===== src/sv/key_debounce_long_press_defines.svh =====
// Assertion macros shared by the key debounce modules.
`ifndef KEY_DEBOUNCE_LONG_PRESS_DEFINES_SVH
`define KEY_DEBOUNCE_LONG_PRESS_DEFINES_SVH

// Same-cycle implication, sampled on clk, off while rst_n is low.
`define KDLP_ASSERT_NOW(label, ante, cons) \
    label: assert property (@(posedge clk) disable iff (!rst_n) (ante) |-> (cons)) \
        else $error("key debounce assertion failed");

// Next-cycle implication, sampled on clk, off while rst_n is low.
`define KDLP_ASSERT_NEXT(label, ante, cons) \
    label: assert property (@(posedge clk) disable iff (!rst_n) (ante) |=> (cons)) \
        else $error("key debounce assertion failed");

`endif


===== src/sv/kdlp_pkg.sv =====
// Types, codes and constants of the key debounce block.
package kdlp_pkg;

    localparam int NUM_KEYS_DEF = 4;
    localparam int RAW_W        = 4;
    localparam int RAW_IDX_W    = $clog2(RAW_W);
    localparam int KEY_W        = 3;
    localparam int OP_W         = 2;
    localparam int CNT_W        = 8;
    localparam int CFG_IDX_W    = 1;
    localparam int PHASE_W      = 2;

    localparam logic [CNT_W-1:0] DEBOUNCE_RESET = 8'd5;
    localparam logic [CNT_W-1:0] LONG_RESET     = 8'd80;

    localparam logic [OP_W-1:0] OP_SCAN  = 2'd0;
    localparam logic [OP_W-1:0] OP_PRESS = 2'd1;
    localparam logic [OP_W-1:0] OP_LONG  = 2'd2;
    localparam logic [OP_W-1:0] OP_HELD  = 2'd3;

    localparam logic [CFG_IDX_W-1:0] CFG_DEBOUNCE   = 1'd0;
    localparam logic [CFG_IDX_W-1:0] CFG_LONG_PRESS = 1'd1;

    localparam logic [PHASE_W-1:0] PH_IDLE     = 2'd0;
    localparam logic [PHASE_W-1:0] PH_DEBOUNCE = 2'd1;
    localparam logic [PHASE_W-1:0] PH_PRESSED  = 2'd2;
    localparam logic [PHASE_W-1:0] PH_LONG     = 2'd3;

    typedef struct packed {
        logic scan;
        logic clr_press;
        logic clr_long;
    } lane_ctrl_t;

    typedef struct packed {
        logic press;
        logic long_hit;
    } lane_stat_t;

endpackage


===== src/sv/kdlp_if.sv =====
// Handshake channels of the key debounce block: items, results, configuration.
interface kdlp_item_if import kdlp_pkg::*; ();
    logic             valid;
    logic             ready;
    logic [OP_W-1:0]  op;
    logic [RAW_W-1:0] raw_levels;
    logic [KEY_W-1:0] key_id;

    modport source (output valid, op, raw_levels, key_id, input ready);
    modport sink   (input valid, op, raw_levels, key_id, output ready);
endinterface

interface kdlp_result_if ();
    logic valid;
    logic ready;
    logic answer;

    modport source (output valid, answer, input ready);
    modport sink   (input valid, answer, output ready);
endinterface

interface kdlp_cfg_if import kdlp_pkg::*; ();
    logic                 valid;
    logic                 ready;
    logic [CFG_IDX_W-1:0] index;
    logic [CNT_W-1:0]     data;

    modport source (output valid, index, data, input ready);
    modport sink   (input valid, index, data, output ready);
endinterface


===== src/sv/key_debounce_long_press.sv =====
// Top level of the key debounce block with long-press detection.
// Channels: item (sink) takes op, raw_levels and key_id; result (source)
// returns one answer bit per item; cfg (sink) writes debounce_ticks at
// index 0 and long_press_ticks at index 1, always ready.
// A scan tick (op 0) advances every key lane at once from its raw level,
// active low. Ops 1 and 2 read and clear the press or long flag of key_id,
// op 3 returns the held level of key_id taken from the same item.
// Latency: the result is valid the cycle after the item is accepted.
// Throughput: one item per cycle unless the result stalls; every key has its own lane, so a scan
// is a single register update and a query a single lane select.
// The output register sits between the two sides: while it holds an
// untaken result the block still takes an item if result.ready is high,
// and stops taking items only when the result is stalled.
// Reset: all keys idle, counts and flags clear, thresholds 5 and 80,
// no result pending.
module key_debounce_long_press import kdlp_pkg::*;
#(
    parameter int NUM_KEYS = NUM_KEYS_DEF
)
(
    input  logic          clk,
    input  logic          rst_n,
    kdlp_item_if.sink     item,
    kdlp_result_if.source result,
    kdlp_cfg_if.sink      cfg
);

    logic [CNT_W-1:0] debounce_reg, debounce_next;
    logic [CNT_W-1:0] long_press_reg, long_press_next;
    logic             take;
    logic             accept_ok;
    lane_stat_t       stat [NUM_KEYS];

    assign cfg.ready  = 1'b1;
    assign item.ready = accept_ok;
    assign take       = item.valid && accept_ok;

    always_comb
    begin
        debounce_next   = debounce_reg;
        long_press_next = long_press_reg;
        if (cfg.valid)
        begin
            case (cfg.index)
                CFG_DEBOUNCE:   debounce_next   = cfg.data;
                CFG_LONG_PRESS: long_press_next = cfg.data;
                default:        ;
            endcase
        end
    end

    always_ff @(posedge clk or negedge rst_n)
    begin
        if (!rst_n)
        begin
            debounce_reg   <= DEBOUNCE_RESET;
            long_press_reg <= LONG_RESET;
        end
        else
        begin
            debounce_reg   <= debounce_next;
            long_press_reg <= long_press_next;
        end
    end

    for (genvar k = 0; k < NUM_KEYS; k++)
    begin : g_lane
        lane_ctrl_t ctrl;
        logic       low;

        if (k < RAW_W)
        begin : g_pin
            assign low = !item.raw_levels[k];
        end
        else
        begin : g_no_pin
            assign low = 1'b0;
        end

        assign ctrl.scan      = take && (item.op == OP_SCAN);
        assign ctrl.clr_press = take && (item.op == OP_PRESS) && (item.key_id == KEY_W'(k));
        assign ctrl.clr_long  = take && (item.op == OP_LONG) && (item.key_id == KEY_W'(k));

        kdlp_lane u_lane (
            .clk              (clk),
            .rst_n            (rst_n),
            .ctrl             (ctrl),
            .low              (low),
            .debounce_ticks   (debounce_reg),
            .long_press_ticks (long_press_reg),
            .stat             (stat[k])
        );
    end

    kdlp_merge #(
        .NUM_KEYS (NUM_KEYS)
    ) u_merge (
        .clk        (clk),
        .rst_n      (rst_n),
        .take       (take),
        .op         (item.op),
        .raw_levels (item.raw_levels),
        .key_id     (item.key_id),
        .stat       (stat),
        .accept_ok  (accept_ok),
        .result     (result)
    );

endmodule


===== src/sv/kdlp_lane.sv =====
// One key lane: four-phase debounce and long-press machine with latched flags.
`include "key_debounce_long_press_defines.svh"

module kdlp_lane import kdlp_pkg::*;
(
    input  logic             clk,
    input  logic             rst_n,
    input  lane_ctrl_t       ctrl,
    input  logic             low,
    input  logic [CNT_W-1:0] debounce_ticks,
    input  logic [CNT_W-1:0] long_press_ticks,
    output lane_stat_t       stat
);

    logic [PHASE_W-1:0] phase_reg, phase_next;
    logic [CNT_W-1:0]   count_reg, count_next;
    logic               press_reg, press_next;
    logic               long_reg, long_next;
    logic [CNT_W-1:0]   count_inc;

    assign count_inc = count_reg + CNT_W'(1);

    always_comb
    begin
        phase_next = phase_reg;
        count_next = count_reg;
        press_next = press_reg;
        long_next  = long_reg;
        if (ctrl.scan)
        begin
            case (phase_reg)
                PH_IDLE:
                begin
                    if (low)
                    begin
                        phase_next = PH_DEBOUNCE;
                        count_next = '0;
                    end
                end
                PH_DEBOUNCE:
                begin
                    if (low)
                    begin
                        count_next = count_inc;
                        if (count_inc >= debounce_ticks)
                        begin
                            phase_next = PH_PRESSED;
                            count_next = '0;
                            press_next = 1'b1;
                        end
                    end
                    else
                    begin
                        phase_next = PH_IDLE;
                        count_next = '0;
                    end
                end
                PH_PRESSED:
                begin
                    if (low)
                    begin
                        count_next = count_inc;
                        if (count_inc >= long_press_ticks)
                        begin
                            phase_next = PH_LONG;
                            count_next = '0;
                            long_next  = 1'b1;
                        end
                    end
                    else
                    begin
                        phase_next = PH_IDLE;
                        count_next = '0;
                    end
                end
                default:
                begin
                    // long phase: wait for release
                    if (!low)
                    begin
                        phase_next = PH_IDLE;
                        count_next = '0;
                    end
                end
            endcase
        end
        if (ctrl.clr_press)
        begin
            press_next = 1'b0;
        end
        if (ctrl.clr_long)
        begin
            long_next = 1'b0;
        end
    end

    always_ff @(posedge clk or negedge rst_n)
    begin
        if (!rst_n)
        begin
            phase_reg <= PH_IDLE;
            count_reg <= '0;
            press_reg <= 1'b0;
            long_reg  <= 1'b0;
        end
        else
        begin
            phase_reg <= phase_next;
            count_reg <= count_next;
            press_reg <= press_next;
            long_reg  <= long_next;
        end
    end

    assign stat.press    = press_reg;
    assign stat.long_hit = long_reg;

    `KDLP_ASSERT_NOW(a_count_clear_at_rest,
        (phase_reg == PH_IDLE) || (phase_reg == PH_LONG), count_reg == '0)
    `KDLP_ASSERT_NEXT(a_release_to_idle, ctrl.scan && !low, phase_reg == PH_IDLE)
    `KDLP_ASSERT_NOW(a_press_on_entry, $rose(press_reg), phase_reg == PH_PRESSED)
    `KDLP_ASSERT_NOW(a_long_on_entry, $rose(long_reg), phase_reg == PH_LONG)

endmodule


===== src/sv/kdlp_merge.sv =====
// Merge stage: picks the queried lane flag or held level and registers the result.
`include "key_debounce_long_press_defines.svh"

module kdlp_merge import kdlp_pkg::*;
#(
    parameter int NUM_KEYS = NUM_KEYS_DEF
)
(
    input  logic             clk,
    input  logic             rst_n,
    input  logic             take,
    input  logic [OP_W-1:0]  op,
    input  logic [RAW_W-1:0] raw_levels,
    input  logic [KEY_W-1:0] key_id,
    input  lane_stat_t       stat [NUM_KEYS],
    output logic             accept_ok,
    kdlp_result_if.source    result
);

    logic valid_reg, valid_next;
    logic answer_reg, answer_next;
    logic hit;
    logic sel_press;
    logic sel_long;
    logic held;
    logic answer_sel;

    always_comb
    begin
        hit       = 1'b0;
        sel_press = 1'b0;
        sel_long  = 1'b0;
        for (int k = 0; k < NUM_KEYS; k++)
        begin
            if (key_id == KEY_W'(k))
            begin
                hit       = 1'b1;
                sel_press = stat[k].press;
                sel_long  = stat[k].long_hit;
            end
        end
    end

    // keys beyond the raw bus read released
    assign held = hit && (key_id < KEY_W'(RAW_W)) && !raw_levels[key_id[RAW_IDX_W-1:0]];

    always_comb
    begin
        case (op)
            OP_SCAN:  answer_sel = 1'b0;
            OP_PRESS: answer_sel = sel_press;
            OP_LONG:  answer_sel = sel_long;
            OP_HELD:  answer_sel = held;
            default:  answer_sel = 1'b0;
        endcase
    end

    assign accept_ok = !valid_reg || result.ready;

    always_comb
    begin
        valid_next  = valid_reg;
        answer_next = answer_reg;
        if (take)
        begin
            valid_next  = 1'b1;
            answer_next = answer_sel;
        end
        else if (result.ready)
        begin
            valid_next = 1'b0;
        end
    end

    always_ff @(posedge clk or negedge rst_n)
    begin
        if (!rst_n)
        begin
            valid_reg <= 1'b0;
        end
        else
        begin
            valid_reg <= valid_next;
        end
    end

    always_ff @(posedge clk)
    begin
        answer_reg <= answer_next;
    end

    assign result.valid  = valid_reg;
    assign result.answer = answer_reg;

    `KDLP_ASSERT_NEXT(a_take_gives_result, take, result.valid)
    `KDLP_ASSERT_NEXT(a_scan_answers_zero, take && (op == OP_SCAN), !result.answer)
    `KDLP_ASSERT_NEXT(a_bad_key_answers_zero,
        take && ({1'b0, key_id} >= (KEY_W+1)'(NUM_KEYS)), !result.answer)

endmodule


===== src/flat_wrapper.sv =====
// flat-port wrapper written by rule: the top's interface ports become plain ports
module key_debounce_long_press_flat import kdlp_pkg::*;
#(
    parameter int NUM_KEYS = NUM_KEYS_DEF
)
  (clk, rst_n, item_valid, item_op, item_raw_levels, item_key_id, item_ready, result_valid, result_answer, result_ready, cfg_valid, cfg_index, cfg_data, cfg_ready);
  kdlp_item_if item_i ();
  kdlp_result_if result_i ();
  kdlp_cfg_if cfg_i ();
  input  logic clk;
  input  logic rst_n;
  input wire logic [$bits(item_i.valid)-1:0] item_valid;
  input wire logic [$bits(item_i.op)-1:0] item_op;
  input wire logic [$bits(item_i.raw_levels)-1:0] item_raw_levels;
  input wire logic [$bits(item_i.key_id)-1:0] item_key_id;
  output wire logic [$bits(item_i.ready)-1:0] item_ready;
  output wire logic [$bits(result_i.valid)-1:0] result_valid;
  output wire logic [$bits(result_i.answer)-1:0] result_answer;
  input wire logic [$bits(result_i.ready)-1:0] result_ready;
  input wire logic [$bits(cfg_i.valid)-1:0] cfg_valid;
  input wire logic [$bits(cfg_i.index)-1:0] cfg_index;
  input wire logic [$bits(cfg_i.data)-1:0] cfg_data;
  output wire logic [$bits(cfg_i.ready)-1:0] cfg_ready;
  assign item_i.valid = item_valid;
  assign item_i.op = item_op;
  assign item_i.raw_levels = item_raw_levels;
  assign item_i.key_id = item_key_id;
  assign item_ready = item_i.ready;
  assign result_valid = result_i.valid;
  assign result_answer = result_i.answer;
  assign result_i.ready = result_ready;
  assign cfg_i.valid = cfg_valid;
  assign cfg_i.index = cfg_index;
  assign cfg_i.data = cfg_data;
  assign cfg_ready = cfg_i.ready;
  key_debounce_long_press #(.NUM_KEYS(NUM_KEYS)) u_core (.clk(clk), .rst_n(rst_n), .item(item_i), .result(result_i), .cfg(cfg_i));
endmodule

===== config.mk =====
export PLATFORM = sky130hd
export DESIGN_NAME = key_debounce_long_press_flat
export DESIGN_NICKNAME = d
export VERILOG_FILES = /design/src/sv/kdlp_pkg.sv /design/src/sv/kdlp_if.sv /design/src/sv/key_debounce_long_press.sv /design/src/sv/kdlp_lane.sv /design/src/sv/kdlp_merge.sv /design/src/flat_wrapper.sv
export VERILOG_INCLUDE_DIRS = /design/src /design/src/sv
export SDC_FILE = /design/constraint.sdc
export NUM_CORES = 1
export LEC_CHECK = 0
export BUFFER_PORTS_ARGS = -buffer_cell sky130_fd_sc_hd__clkbuf_2
export CAP_MARGIN = 25
export CELL_PAD_IN_SITES_DETAIL_PLACEMENT = 0
export CELL_PAD_IN_SITES_GLOBAL_PLACEMENT = 1
export CORE_MARGIN = 5
export CORE_UTILIZATION = 49
export DETAILED_ROUTE_END_ITERATION = 7
export GPL_TIMING_DRIVEN = 0
export PLACE_DENSITY = 0.91
export SLEW_MARGIN = 20
export SYNTH_ARGS = -nofsm -noshare
export SYNTH_HDL_FRONTEND = slang
export SYNTH_SLANG_ARGS = --single-unit

===== constraint.sdc =====
create_clock -name clk -period 3 [get_ports clk]
set_clock_uncertainty 0.15 [all_clocks]
set_input_delay 0.6 -clock clk [delete_from_list [all_inputs] [get_ports clk]]
set_output_delay 0.6 -clock clk [all_outputs]
set_load 0.01 [all_outputs]

---- Yosys cells after proc, flatten, opt, wreduce, memory -nomap -nowiden ----
Cells that the tools add are included.
storage, ports and cells
  register bits ........................... 66
  input port bits ......................... 23
  word-level logic and storage cells ...... 252
  output and inout bits ................... 4
cells by class
  add/subtract/negate cells ............... 4
  bitwise operators ....................... 1
  mux-type cells .......................... 113
  eq/ne operators ......................... 34
  order comparisons ....................... 10
  reduce and logical (&&, ||, !) cells .... 70
operator list
  cell                 count
  $mux 8               24
  $pmux 8 s3           4
  $ge 8x8->1           8
  $mux 1               55
  $reduce_bool 2->1    25
  $mux 2               24
  $add 8x1->8 const B  4
  $reduce_and 4->1     8
  $ne 3x3->1 const B   8
  $pmux 2 s3           4
  $reduce_and 5->1     4
  $ne 2x1->1 const B   8
  $reduce_bool 4->1    4
  $logic_and 1x1->1    14
  $eq 2x2->1 const B   6
  $reduce_and 3->1     4
  $eq 2x1->1 const B   5
  $logic_not 2->1      5
  $ne 2x2->1 const B   4
  $eq 3x2->1 const B   2
  $pmux 1 s4           1
  $reduce_and 2->1     2
  $eq 3x1->1 const B   1
  $logic_not 3->1      1
  6 further kinds      7

---- Logic depth before layout (Yosys ltp) ----
Gate-level depths: netlist of the first run.
  depth in word-level cells ............... 8
  depth in mapped cells ................... 11

---- Cells and area by module ----
Synthesis of the first run repeated with hierarchy kept, for this count alone.
unflattened totals
  cell total of the unflattened synthesis .. 583
  area total of the unflattened synthesis .. 5,436.5 um^2
modules (own cells, without submodules)
  module                                    area each (um^2)  instances  cells an instance
  kdlp_lane at u_core.g_lane[0].u_lane ...  1,123.6           3          128
  kdlp_lane at u_core.g_lane[3].u_lane      1,122.3           1          128
  key_debounce_long_press                   764.5             1          56
  kdlp_merge                                178.9             1          15

---- Worst setup path before layout of the first run ----
OpenSTA, ideal clock, no wires.
  path type ............................... reg-to-reg
  from .................................... register u_core.g_lane[3].u_lane.count_reg[0]
  to ...................................... register u_core.g_lane[3].u_lane.count_reg[1]
  buffers on the path ..................... 0
  setup time .............................. 0.096 ns
  arrival time ............................ 2.358 ns
  cell stages (with the launch flop) ...... 11
  clock period less this slack ............ 2.603 ns
  data required time ...................... 2.754 ns
  slack ................................... 0.397 ns
  path through ............................ dfrtp_1 ha_1 nand3_1 xnor2_1 ha_1 or4_1 a21oi_1 o311a_1 or2_2 nand2_1 o31ai_1
between the ends
  word-level cells in the longest chain between the ends .. 5
RTL lines
  element                        RTL line                          text
  from (decl)                    kdlp_lane.sv:16                   logic [CNT_W-1:0] count_reg, count_next;
  from (signal assigned)         kdlp_lane.sv:109                  count_reg <= count_next;
  $add 8x1->8 *                  kdlp_lane.sv:21                   assign count_inc = count_reg + CNT_W'(1);
  $ge 8x8->1 (on tied branches)  kdlp_lane.sv:63, kdlp_lane.sv:45
  $mux 8 (on tied branches)      kdlp_lane.sv:63, kdlp_lane.sv:45
  $mux 8 (on tied branches)      kdlp_lane.sv:60, kdlp_lane.sv:42
  $pmux 8 s3 *                   kdlp_lane.sv:31                   case (phase_reg)
Every way passes the cells marked *; elsewhere a longest branch is shown, timed or not.
A chain may end at the register's enable or synchronous reset.

---- Worst setup path after layout of the first run ----
  from .................................... register u_core.g_lane[3].u_lane.count_reg[0]
  to ...................................... register u_core.g_lane[3].u_lane.count_reg[5]
The elaborated chain is that of the path after synthesis.

==> results.md, run 1 <==
GRT:
- The overall overflow remaining after global route is 0.
- The pin count of the biggest net entering global routing is 48.
- The via count of the first global-routing pass was 4448.
- The first global-routing pass estimated 21300 um of wire.
- In the global route stage, overall resource usage came out at 20.9%.
- The initial antenna violation count was 0.

Routing:
- The count of vias placed by the detailed router is 4347.
- The wire length per cell is 17.4 um.
- The number of antenna-violating nets in the routed design is 0.
- The total detailed-routing wirelength is 12700 um.
- In the routed layout, each cell is associated on average with a via count of 5.95.
- The first detailed-routing pass ran for 4 iterations.
- After detailed routing, the number of remaining DRC violations is 0.
- The number of violations reported at the end of detailed-routing iteration 0 is 216.

Synth:
- Summing the areas of all fa, ha and maj instances in the mapped netlist gives 20.6% of the synthesized area.
- The fraction of synthesized cell area taken by the top area cell type is 29.9%.
- After synthesis, the largest family of logic cells by area is adder cells.
- The number of synthesized flops with an enable pin is 1.
- The synthesized instance count is 551.
- In this run, synthesis produced a sequential element count of 66.
- Of the post-synthesis cell area, the part taken by muxes is 2.82%.
- Sequential cells were found to cover 32.5% of the synthesized design area.
- The fraction of synthesis flops using an asynchronous set or reset pin is 98.5%.
- The compound-gate portion of the synthesized area is 18.2%.
- The synthesized area divided by synthesized cell count is 9.26 um^2.
- The synthesis warning total is 0.
- The xor-xnor portion of the synthesized cell area is 4.12%.
- The most instantiated flip-flop cell in the synthesis netlist is sky130_fd_sc_hd__dfrtp_1.
- Summed over all instances, the cell type with the most area after synthesis is sky130_fd_sc_hd__dfrtp_1.
- Sorting the synthesized cells by area gives the leading types as sky130_fd_sc_hd__dfrtp_1 30%, sky130_fd_sc_hd__ha_1 21%, sky130_fd_sc_hd__nand2_1 4.0%.
- The area of the mapped netlist is 5100 um^2.
- The simple-gate area share of the yosys netlist is 18.7%.
- The synthesized netlist contains 46 unique library cells.
- When the netlist entered floorplanning its net count stood at 658.

Pwr:
- The part of the total power dissipated in sequential elements is 37.6%.
- The maximum ir drop on the vdd rail is 0.000223 V.
- For this design the static power due to leakage is 2.78 nW.
- For this design the total switching power over the nets is 0.00116 W.
- Combinational logic is responsible for 39.0% of the overall power.
- The power per cell area is 525 nW/um^2.
- The clock network burns 23.4% of the power.
- The internal power of the cells totals 0.00183 W.
- The net switching share of the total power is 38.8%.

Floorplanning:
- The floorplan has 37 rows.
- The boundary pin count is 27.
- Once the floorplan was initialized, standard cells occupied 49.9% of the core.
- Measured along the y axis, the die boundary spans 112 um.
- The floorplan core area is 10200 um^2.
- The die boundary width is 112 um.
- The overall die area is 12600 um^2.

Clock tree:
- The clock latency on the worst-skew pair is 340 ps.
- The TritonCTS clock tree is done.
- The CTS root buffer is sky130_fd_sc_hd__clkbuf_8.
- The number of clock buffers inserted by TritonCTS is 9.
- The total clock sinks is 66.
- The H-tree was split into 3 levels.
- Buffers inserted to repair hold after CTS numbered 0.
- The clock passes through at most 2 buffers.
- After clock tree synthesis, the clock-pin slew on the worst setup and hold paths is 70 ps.

Placement:
- The placed wire-length estimate after detailed placement is 9420 um.
- The port buffer count is 24.
- Summing all placed instances gives a cell area of 5430 um^2.
- Routability-driven placement finished with a final weighted congestion of 0.854.

Worst setup path:
- The critical register-to-register path endpoint is u_core.g_lane[3].u_lane.count_reg[5].
- The worst setup path is of the reg -> reg kind.
- The largest individual stage delay along the critical path comes from the cell sky130_fd_sc_hd__or4_1.
- The required time reported for the critical path endpoint is 3120 ps.
- The worst reg2reg path startpoint is u_core.g_lane[3].u_lane.count_reg[0].
- STA classifies the critical path startpoint as a flop.
- Traced cell by cell, the critical path runs through ha_2 > nand3_1 > xnor2_1 > ha_1 > or4_1 > a21oi_1 > o311a_1 > or2_2 > nand2_2 > o211ai_1.
- STA puts the critical path data arrival time at 2960 ps.
- For this run, the slowest stage of the critical path takes 530 ps.
- The kind of end point of the critical path is a flop.
- The largest fanout of any net on the critical path is 8.
- The number of cells on the worst reg-to-reg path is 10.
- The register-to-register path setup slack is 160 ps.

Cells and area:
- Cells with a size suffix above 1 make up 15.5% of the layout.
- In the final design database the tool counted 697 nets.
- The number of flip-flops in the largest register is 32.
- The count of fill cells added during filler insertion is 902.
- The repair_antennas step left the layout with diodes totalling 0.
- The summed area of non-filler cells in the final layout is 5700 um^2.
- The layout overhead on the synthesized area is 11.7%.

Job:
- The number of violations of the max-capacitance limit is 0.

STA:
- The accumulated negative setup slack is 0 ps.
- The highest attainable clock frequency is 0.352 GHz.
- The clock period could shrink to 2840 ps.
- Headroom to the max-slew limit came out at 64.4%.
- The post-route clock period utilization is 94.8%.
- The slew at the pin with the worst max-slew slack is 532 ps.
- The number of failing setup endpoints in the final timing report is 0.
- The final number of max-transition violations is 0.
- The final hold violation count is 0.

Run status:
- The run finished with clean final reports.

Worst hold path:
- The classification of the worst-slack hold path is in -> async.
synthesized netlist by cell type (all sizes together), types with 14 or more instances:
master  count
a21o       14
a21oi      37
dfrtp      61
ha         84
inv        28
nand2      56
nand2b     16
nand3      35
nor2       17
o21ai      37
o31ai      14
or3        16
cell type report:
class | count | area (um^2) | area share [%]
buffer | 9 | 37.5 | 0.658
sequential | 66 | 1670 | 29.2
clock buffer | 16 | 170 | 2.98
inverter | 28 | 105 | 1.84
multi-input combinational | 446 | 3360 | 59.0
timing repair buffer | 30 | 188 | 3.29
tap | 136 | 170 | 2.98
stage by stage:
| step | setup WS, ps | power (W) | utilization, % | hold slack [ps] | std cells |
|---|---|---|---|---|---|
| floorplan | 397 | 0.00190 | - | 154 | 551 |
| CTS | 1.29 | 0.00294 | 54.7 | 18.3 | 728 |
| global placement | 47.6 | 0.00216 | 52.7 | 334 | 711 |
| finish | 157 | 0.00299 | 55.7 | 15.0 | 731 |
| detailed placement | -8.08 | 0.00223 | 53.0 | 344 | 712 |
| global route | -37.4 | 0.00321 | 55.7 | 31.1 | 731 |
how the worst max path moves through the flow:
stage | from | endpoint | slack, ps
after global routing | u_core.g_lane[0].u_lane.count_reg[0] | u_core.g_lane[0].u_lane.count_reg[3] | -40
after floorplan | u_core.g_lane[3].u_lane.count_reg[0] | u_core.g_lane[3].u_lane.count_reg[1] | 400
after CTS | u_core.g_lane[2].u_lane.count_reg[0] | u_core.g_lane[2].u_lane.count_reg[0] | 1
final | u_core.g_lane[3].u_lane.count_reg[0] | u_core.g_lane[3].u_lane.count_reg[5] | 160
after detailed placement | u_core.g_lane[3].u_lane.count_reg[0] | u_core.g_lane[3].u_lane.count_reg[1] | -8
after global placement | u_core.g_lane[3].u_lane.count_reg[0] | u_core.g_lane[3].u_lane.count_reg[1] | 50
power by group through the flow:
stage / clock network [W] / registers, W / logic (W)
6_report: 0.000700 / 0.00113 / 0.00117
5_1_grt: 0.000752 / 0.00114 / 0.00132
4_1_cts: 0.000712 / 0.00113 / 0.00110
3_5_place_dp: 0 / 0.00114 / 0.00109
3_3_place_gp: 0 / 0.00113 / 0.00103
2_1_floorplan: 0 / 0.00110 / 0.000794
logic make-up (layout without fill, tap and decap cells):
family,after synthesis,count (layout)
other,1,1
buffers and inverters,39,83
DFF,66,66
and+or+nand+nor,184,184
muxes,12,12
AOI/OAI and AO/OA,141,141
adders and majority gates,84,84
xor gates and xnor gates,24,24
critical path, delay by kind of cell, from the launching register on:
| family | cells | cell delay [ps] |
|---|---|---|
| simple gates | 4 | 910 |
| compound gates | 3 | 620 |
| fa+ha+maj | 2 | 450 |
| flops | 1 | 410 |
| xor+xnor | 1 | 210 |
what timing repair did:
action	CTS	global route
gates resized for setup	1	22
pin swaps	0	2
hold endpoints to repair	0	0
buffers inserted	0	5
endpoints found under the setup margin	5	36
placed cells by master (no fill, tap or decap), types with 11 or more instances in the layout:
cell / Yosys / routed
sky130_fd_sc_hd__a21o_1: 14 / 14
sky130_fd_sc_hd__inv_1: 28 / 28
sky130_fd_sc_hd__or3_1: 12 / 12
sky130_fd_sc_hd__nand3_1: 35 / 34
sky130_fd_sc_hd__clkbuf_2: 0 / 23
sky130_fd_sc_hd__o21ai_0: 37 / 33
sky130_fd_sc_hd__nor2b_1: 11 / 11
sky130_fd_sc_hd__ha_1: 84 / 83
sky130_fd_sc_hd__clkbuf_8: 0 / 11
sky130_fd_sc_hd__a21oi_1: 37 / 34
sky130_fd_sc_hd__xnor2_1: 12 / 11
sky130_fd_sc_hd__nor2_1: 17 / 14
sky130_fd_sc_hd__nand2b_1: 15 / 15
sky130_fd_sc_hd__clkbuf_1: 10 / 13
sky130_fd_sc_hd__nand2_1: 55 / 54
sky130_fd_sc_hd__dfrtp_1: 61 / 57
layer usage:
layer | up-vias | part of all wire, % | track usage, %
li1 | 2095 | - | -
met1 | 2101 | 46 | 27.4
met2 | 125 | 47 | 34.0
met3 | 26 | 5.1 | 3.94
met4 | 0 | 2.4 | 8.57
met5 | - | 0 | 0
(Power assumes the default switching activity.)
==> run 2, diff against run 1 <==
--- a/config.mk
+++ b/config.mk
@@ -11,10 +11,10 @@
 export CELL_PAD_IN_SITES_DETAIL_PLACEMENT = 0
 export CELL_PAD_IN_SITES_GLOBAL_PLACEMENT = 1
 export CORE_MARGIN = 5
-export CORE_UTILIZATION = 49
+export CORE_UTILIZATION = 40
 export DETAILED_ROUTE_END_ITERATION = 7
 export GPL_TIMING_DRIVEN = 0
-export PLACE_DENSITY = 0.91
+export PLACE_DENSITY = 0.78
 export SLEW_MARGIN = 20
 export SYNTH_ARGS = -nofsm -noshare
 export SYNTH_HDL_FRONTEND = slang
==> run 2 against run 1 <==
Sequential cell count unchanged. First-iteration DRC count is 4.2% higher. Power up 14%. Final area increased by 2.6%. Sequential power about the same. Critical path depth did not move.
==> results.md, run 2 (synthesis gave the netlist of run 1 again) <==
Cells and area:
- From synthesis to final layout, the design area changed by 14.6%.
- The total number of nets in the final design is 693 (-0.57%).
- The total inserted antenna cells came to 0 (unchanged).
- The number of flip-flops in the largest register is 32 (unchanged).
- The most common cell after layout, fill and taps aside is sky130_fd_sc_hd__ha_1.
- The top cell types in the final layout, fill and taps aside, are 84 x sky130_fd_sc_hd__ha_1, 57 x sky130_fd_sc_hd__dfrtp_1, 54 x sky130_fd_sc_hd__nand2_1.
- The ratio of cells with drive above 1 in the final layout came to 15.6% (+0.10 points).
- The end-of-flow core utilization is 46.6% (-9.2 points).
- The summed area of non-filler cells in the final layout is 5850 um^2 (+2.6%).

Clock tree:
- TritonCTS built the clock tree.
- The CTS root buffer is sky130_fd_sc_hd__clkbuf_16.
- The hold-fix buffer count after cts came to 0 (unchanged).
- The clock latency on the worst-skew pair was 350 ps (about the same).
- The CTS clock-pin slew for the worst setup and hold paths came to 50 ps (-20 ps).
- The H-tree depth is 3 (unchanged).
- The number of clock buffers inserted by TritonCTS was 9 (unchanged).
- The total clock sinks is 66 (unchanged).
- The number of buffers on the longest clock path is 2 (unchanged).

Placement:
- The cell area reported after detailed placement was 5460 um^2 (+0.69%).
- The routability congestion estimate from global placement is 0.826 (-3.2%).
- The port buffer count was 24 (unchanged).
- The placed wire-length estimate after detailed placement is 9600 um (+1.9%).

Routing:
- The number of antenna-violating nets in the routed design is 0 (unchanged).
- The number of violations reported at the end of detailed-routing iteration 0 came to 225 (+4.2%).
- The first-pass iteration count of the detailed router was 4 (unchanged).
- The via-per-instance ratio is 5.51 (-7.3%).
- The count of vias placed by the detailed router is 4205 (-3.3%).
- The count of unresolved DRC violations after routing is 0 (unchanged).
- The total detailed-routing wirelength is 12600 um (-0.85%).
- The wire length per cell was 16.5 um (-5.0%).

Worst setup path:
- The worst path arrival time is 2970 ps (about the same).
- The register-to-register path setup slack was 130 ps (-30 ps).
- The category of the most critical setup path is reg -> reg.
- The required time reported for the critical path endpoint is 3100 ps (-20 ps).
- The worst setup path is captured at a flop.
- The largest fanout of any net on the critical path is 8 (unchanged).
- In this run the critical register-to-register path is launched from u_core.g_lane[3].u_lane.count_reg[0].
- The number of cell instances on the worst register-to-register path came to 10 (unchanged).
- The origin of the worst setup path is u_core.g_lane[3].u_lane.count_reg[0].
- STA classifies the critical path startpoint as a flop.
- In this run the worst setup path terminates at u_core.g_lane[3].u_lane.count_reg[1].
- The critical register-to-register path endpoint is u_core.g_lane[3].u_lane.count_reg[1].

STA:
- The accumulated negative setup slack came to 0 ps (unchanged).
- The slew at the pin with the worst max-slew slack is 518 ps (-14.4 ps).
- The final critical path time including I/O delays and setup is 2870 ps (+27.9 ps).
- Setup repair after global routing could not meet its margin everywhere.
- The final number of max-transition violations was 0 (unchanged).
- The worst slew margin relative to its limit is 65.3% (+0.96 points).
- The highest attainable clock frequency is 0.348 GHz (-0.97%).
- The final hold violation count is 0 (unchanged).
- The post-route clock period utilization was 95.7% (+0.93 points).
- The number of failing setup endpoints in the final timing report came to 0 (unchanged).

Floorplanning:
- The boundary pin count is 27 (unchanged).
- The die outline height is 123 um (+9.7%).
- The initial cell density of the core is 40.6% (-9.3 points).
- The floorplan core area was 12600 um^2 (+23%).
- The overall die area was 15100 um^2 (+20%).
- The placement row count came to 41 (+11%).
- The die boundary width came to 123 um (+9.7%).

Pwr:
- The part of the total power dissipated in sequential elements is 33.0% (-4.6 points).
- The post-route total power is 0.00342 W (+14%).
- The power per cell area came to 585 nW/um^2 (+11%).
- The net switching share of the total power came to 35.4% (-3.4 points).
- The leakage power total is 2.84 nW (+1.9%).
- The combinational group share of total power is 33.3% (-5.7 points).
- The maximum ir drop on the vdd rail is 0.000283 V (+27%).
- The total net switching power was 0.00121 W (+4.4%).
- The cell-internal power is 0.00221 W (+21%).
- The portion of total power attributed to the clock network is 33.7% (+10 points).

GRT:
- The pin count of the biggest net entering global routing came to 35 (-27%).
- The initial antenna violation count is 0 (unchanged).
- The via count of the first global-routing pass is 4302 (-3.3%).
- The overall fraction of global-route tracks in use is 18.2% (-2.7 points).
- The first-pass GRT wire length is 21100 um (-0.62%).
- The overall overflow remaining after global route is 0 (unchanged).

Worst hold path:
- The min-delay analysis places its worst path in the category in -> async.

Run status:
- The flow ran to the end, and the final reports show no timing, DRC or antenna violations.

Job:
- The number of violations of the max-capacitance limit is 0 (unchanged).
## run 2: changes by cell type in the layout (fill, tap and decap cells not counted), moves of 2 or more
cell / delta
sky130_fd_sc_hd__clkbuf_8: -10
sky130_fd_sc_hd__clkbuf_1: -5
sky130_fd_sc_hd__clkbuf_16: +9
sky130_fd_sc_hd__buf_4: -5
sky130_fd_sc_hd__bufinv_16: +2
sky130_fd_sc_hd__clkinv_2: +4
## run 2: critical path: stages (launching register included)
cell                      delay (ps)
sky130_fd_sc_hd__dfrtp_2         440
sky130_fd_sc_hd__ha_1            230
sky130_fd_sc_hd__nand3_1         130
sky130_fd_sc_hd__xnor2_1         220
sky130_fd_sc_hd__ha_1            230
sky130_fd_sc_hd__or4_1           540
sky130_fd_sc_hd__a21oi_2         140
sky130_fd_sc_hd__o311a_1         200
sky130_fd_sc_hd__or2_2           130
sky130_fd_sc_hd__nand2_2         110
sky130_fd_sc_hd__o31ai_1         230
## run 2: what timing repair did
action	in CTS	in global routing
setup endpoints to repair	1	35
buffers inserted	0	0
pin swaps	0	1
gates resized for setup	1	24
## run 2: per-stage QoR
step           setup slack (ps)  hold WS (ps)  instances
5_1_grt                   -9.83           123        763
6_report                    130          82.7        763
3_3_place_gp               35.3           334        747
3_5_place_dp              -22.9           344        748
2_1_floorplan               397           154        551
4_1_cts                    24.7          91.8        764
## run 2: layer usage
layer  global-route usage [%]  share of wire (%)
met5                        0                  0
met4                     7.40                2.3
met3                     4.12                4.9
met2                     28.3                 46
met1                     24.4                 47
## run 2: worst min path at each step
stage	start	endpoint	slack (ps)	cells after the start
after floorplan	rst_n	u_core.debounce_reg[1]	150	0
after global placement	u_core.g_lane[2].u_lane.count_reg[7]	u_core.g_lane[2].u_lane.count_reg[7]	330	2
after detailed placement	u_core.long_press_reg[2]	u_core.long_press_reg[2]	340	1
after CTS	rst_n	u_core.g_lane[2].u_lane.count_reg[2]	90	1
after global routing	rst_n	u_core.g_lane[2].u_lane.count_reg[2]	120	1
final	rst_n	u_core.g_lane[2].u_lane.count_reg[2]	80	1
## run 2: cell type report
| cell class | count | area, um^2 |
|---|---|---|
| fill | 1200 | 6720 |
| sequential | 66 | 1670 |
| clock inverter | 6 | 80.1 |
| tap | 172 | 215 |
| multi-input combinational | 446 | 3360 |
| buffer | 10 | 42.5 |
| timing repair buffer | 25 | 143 |
| inverter | 28 | 105 |
| clock buffer | 10 | 239 |
## run 2: power groups by stage
stage	combinational, W	sequential [W]	clock (W)
final	0.00114	0.00113	0.00115
after global placement	0.00105	0.00113	0
after CTS	0.00111	0.00113	0.00119
after floorplan	0.000794	0.00110	0
after detailed placement	0.00110	0.00114	0
after global routing	0.00129	0.00115	0.00122
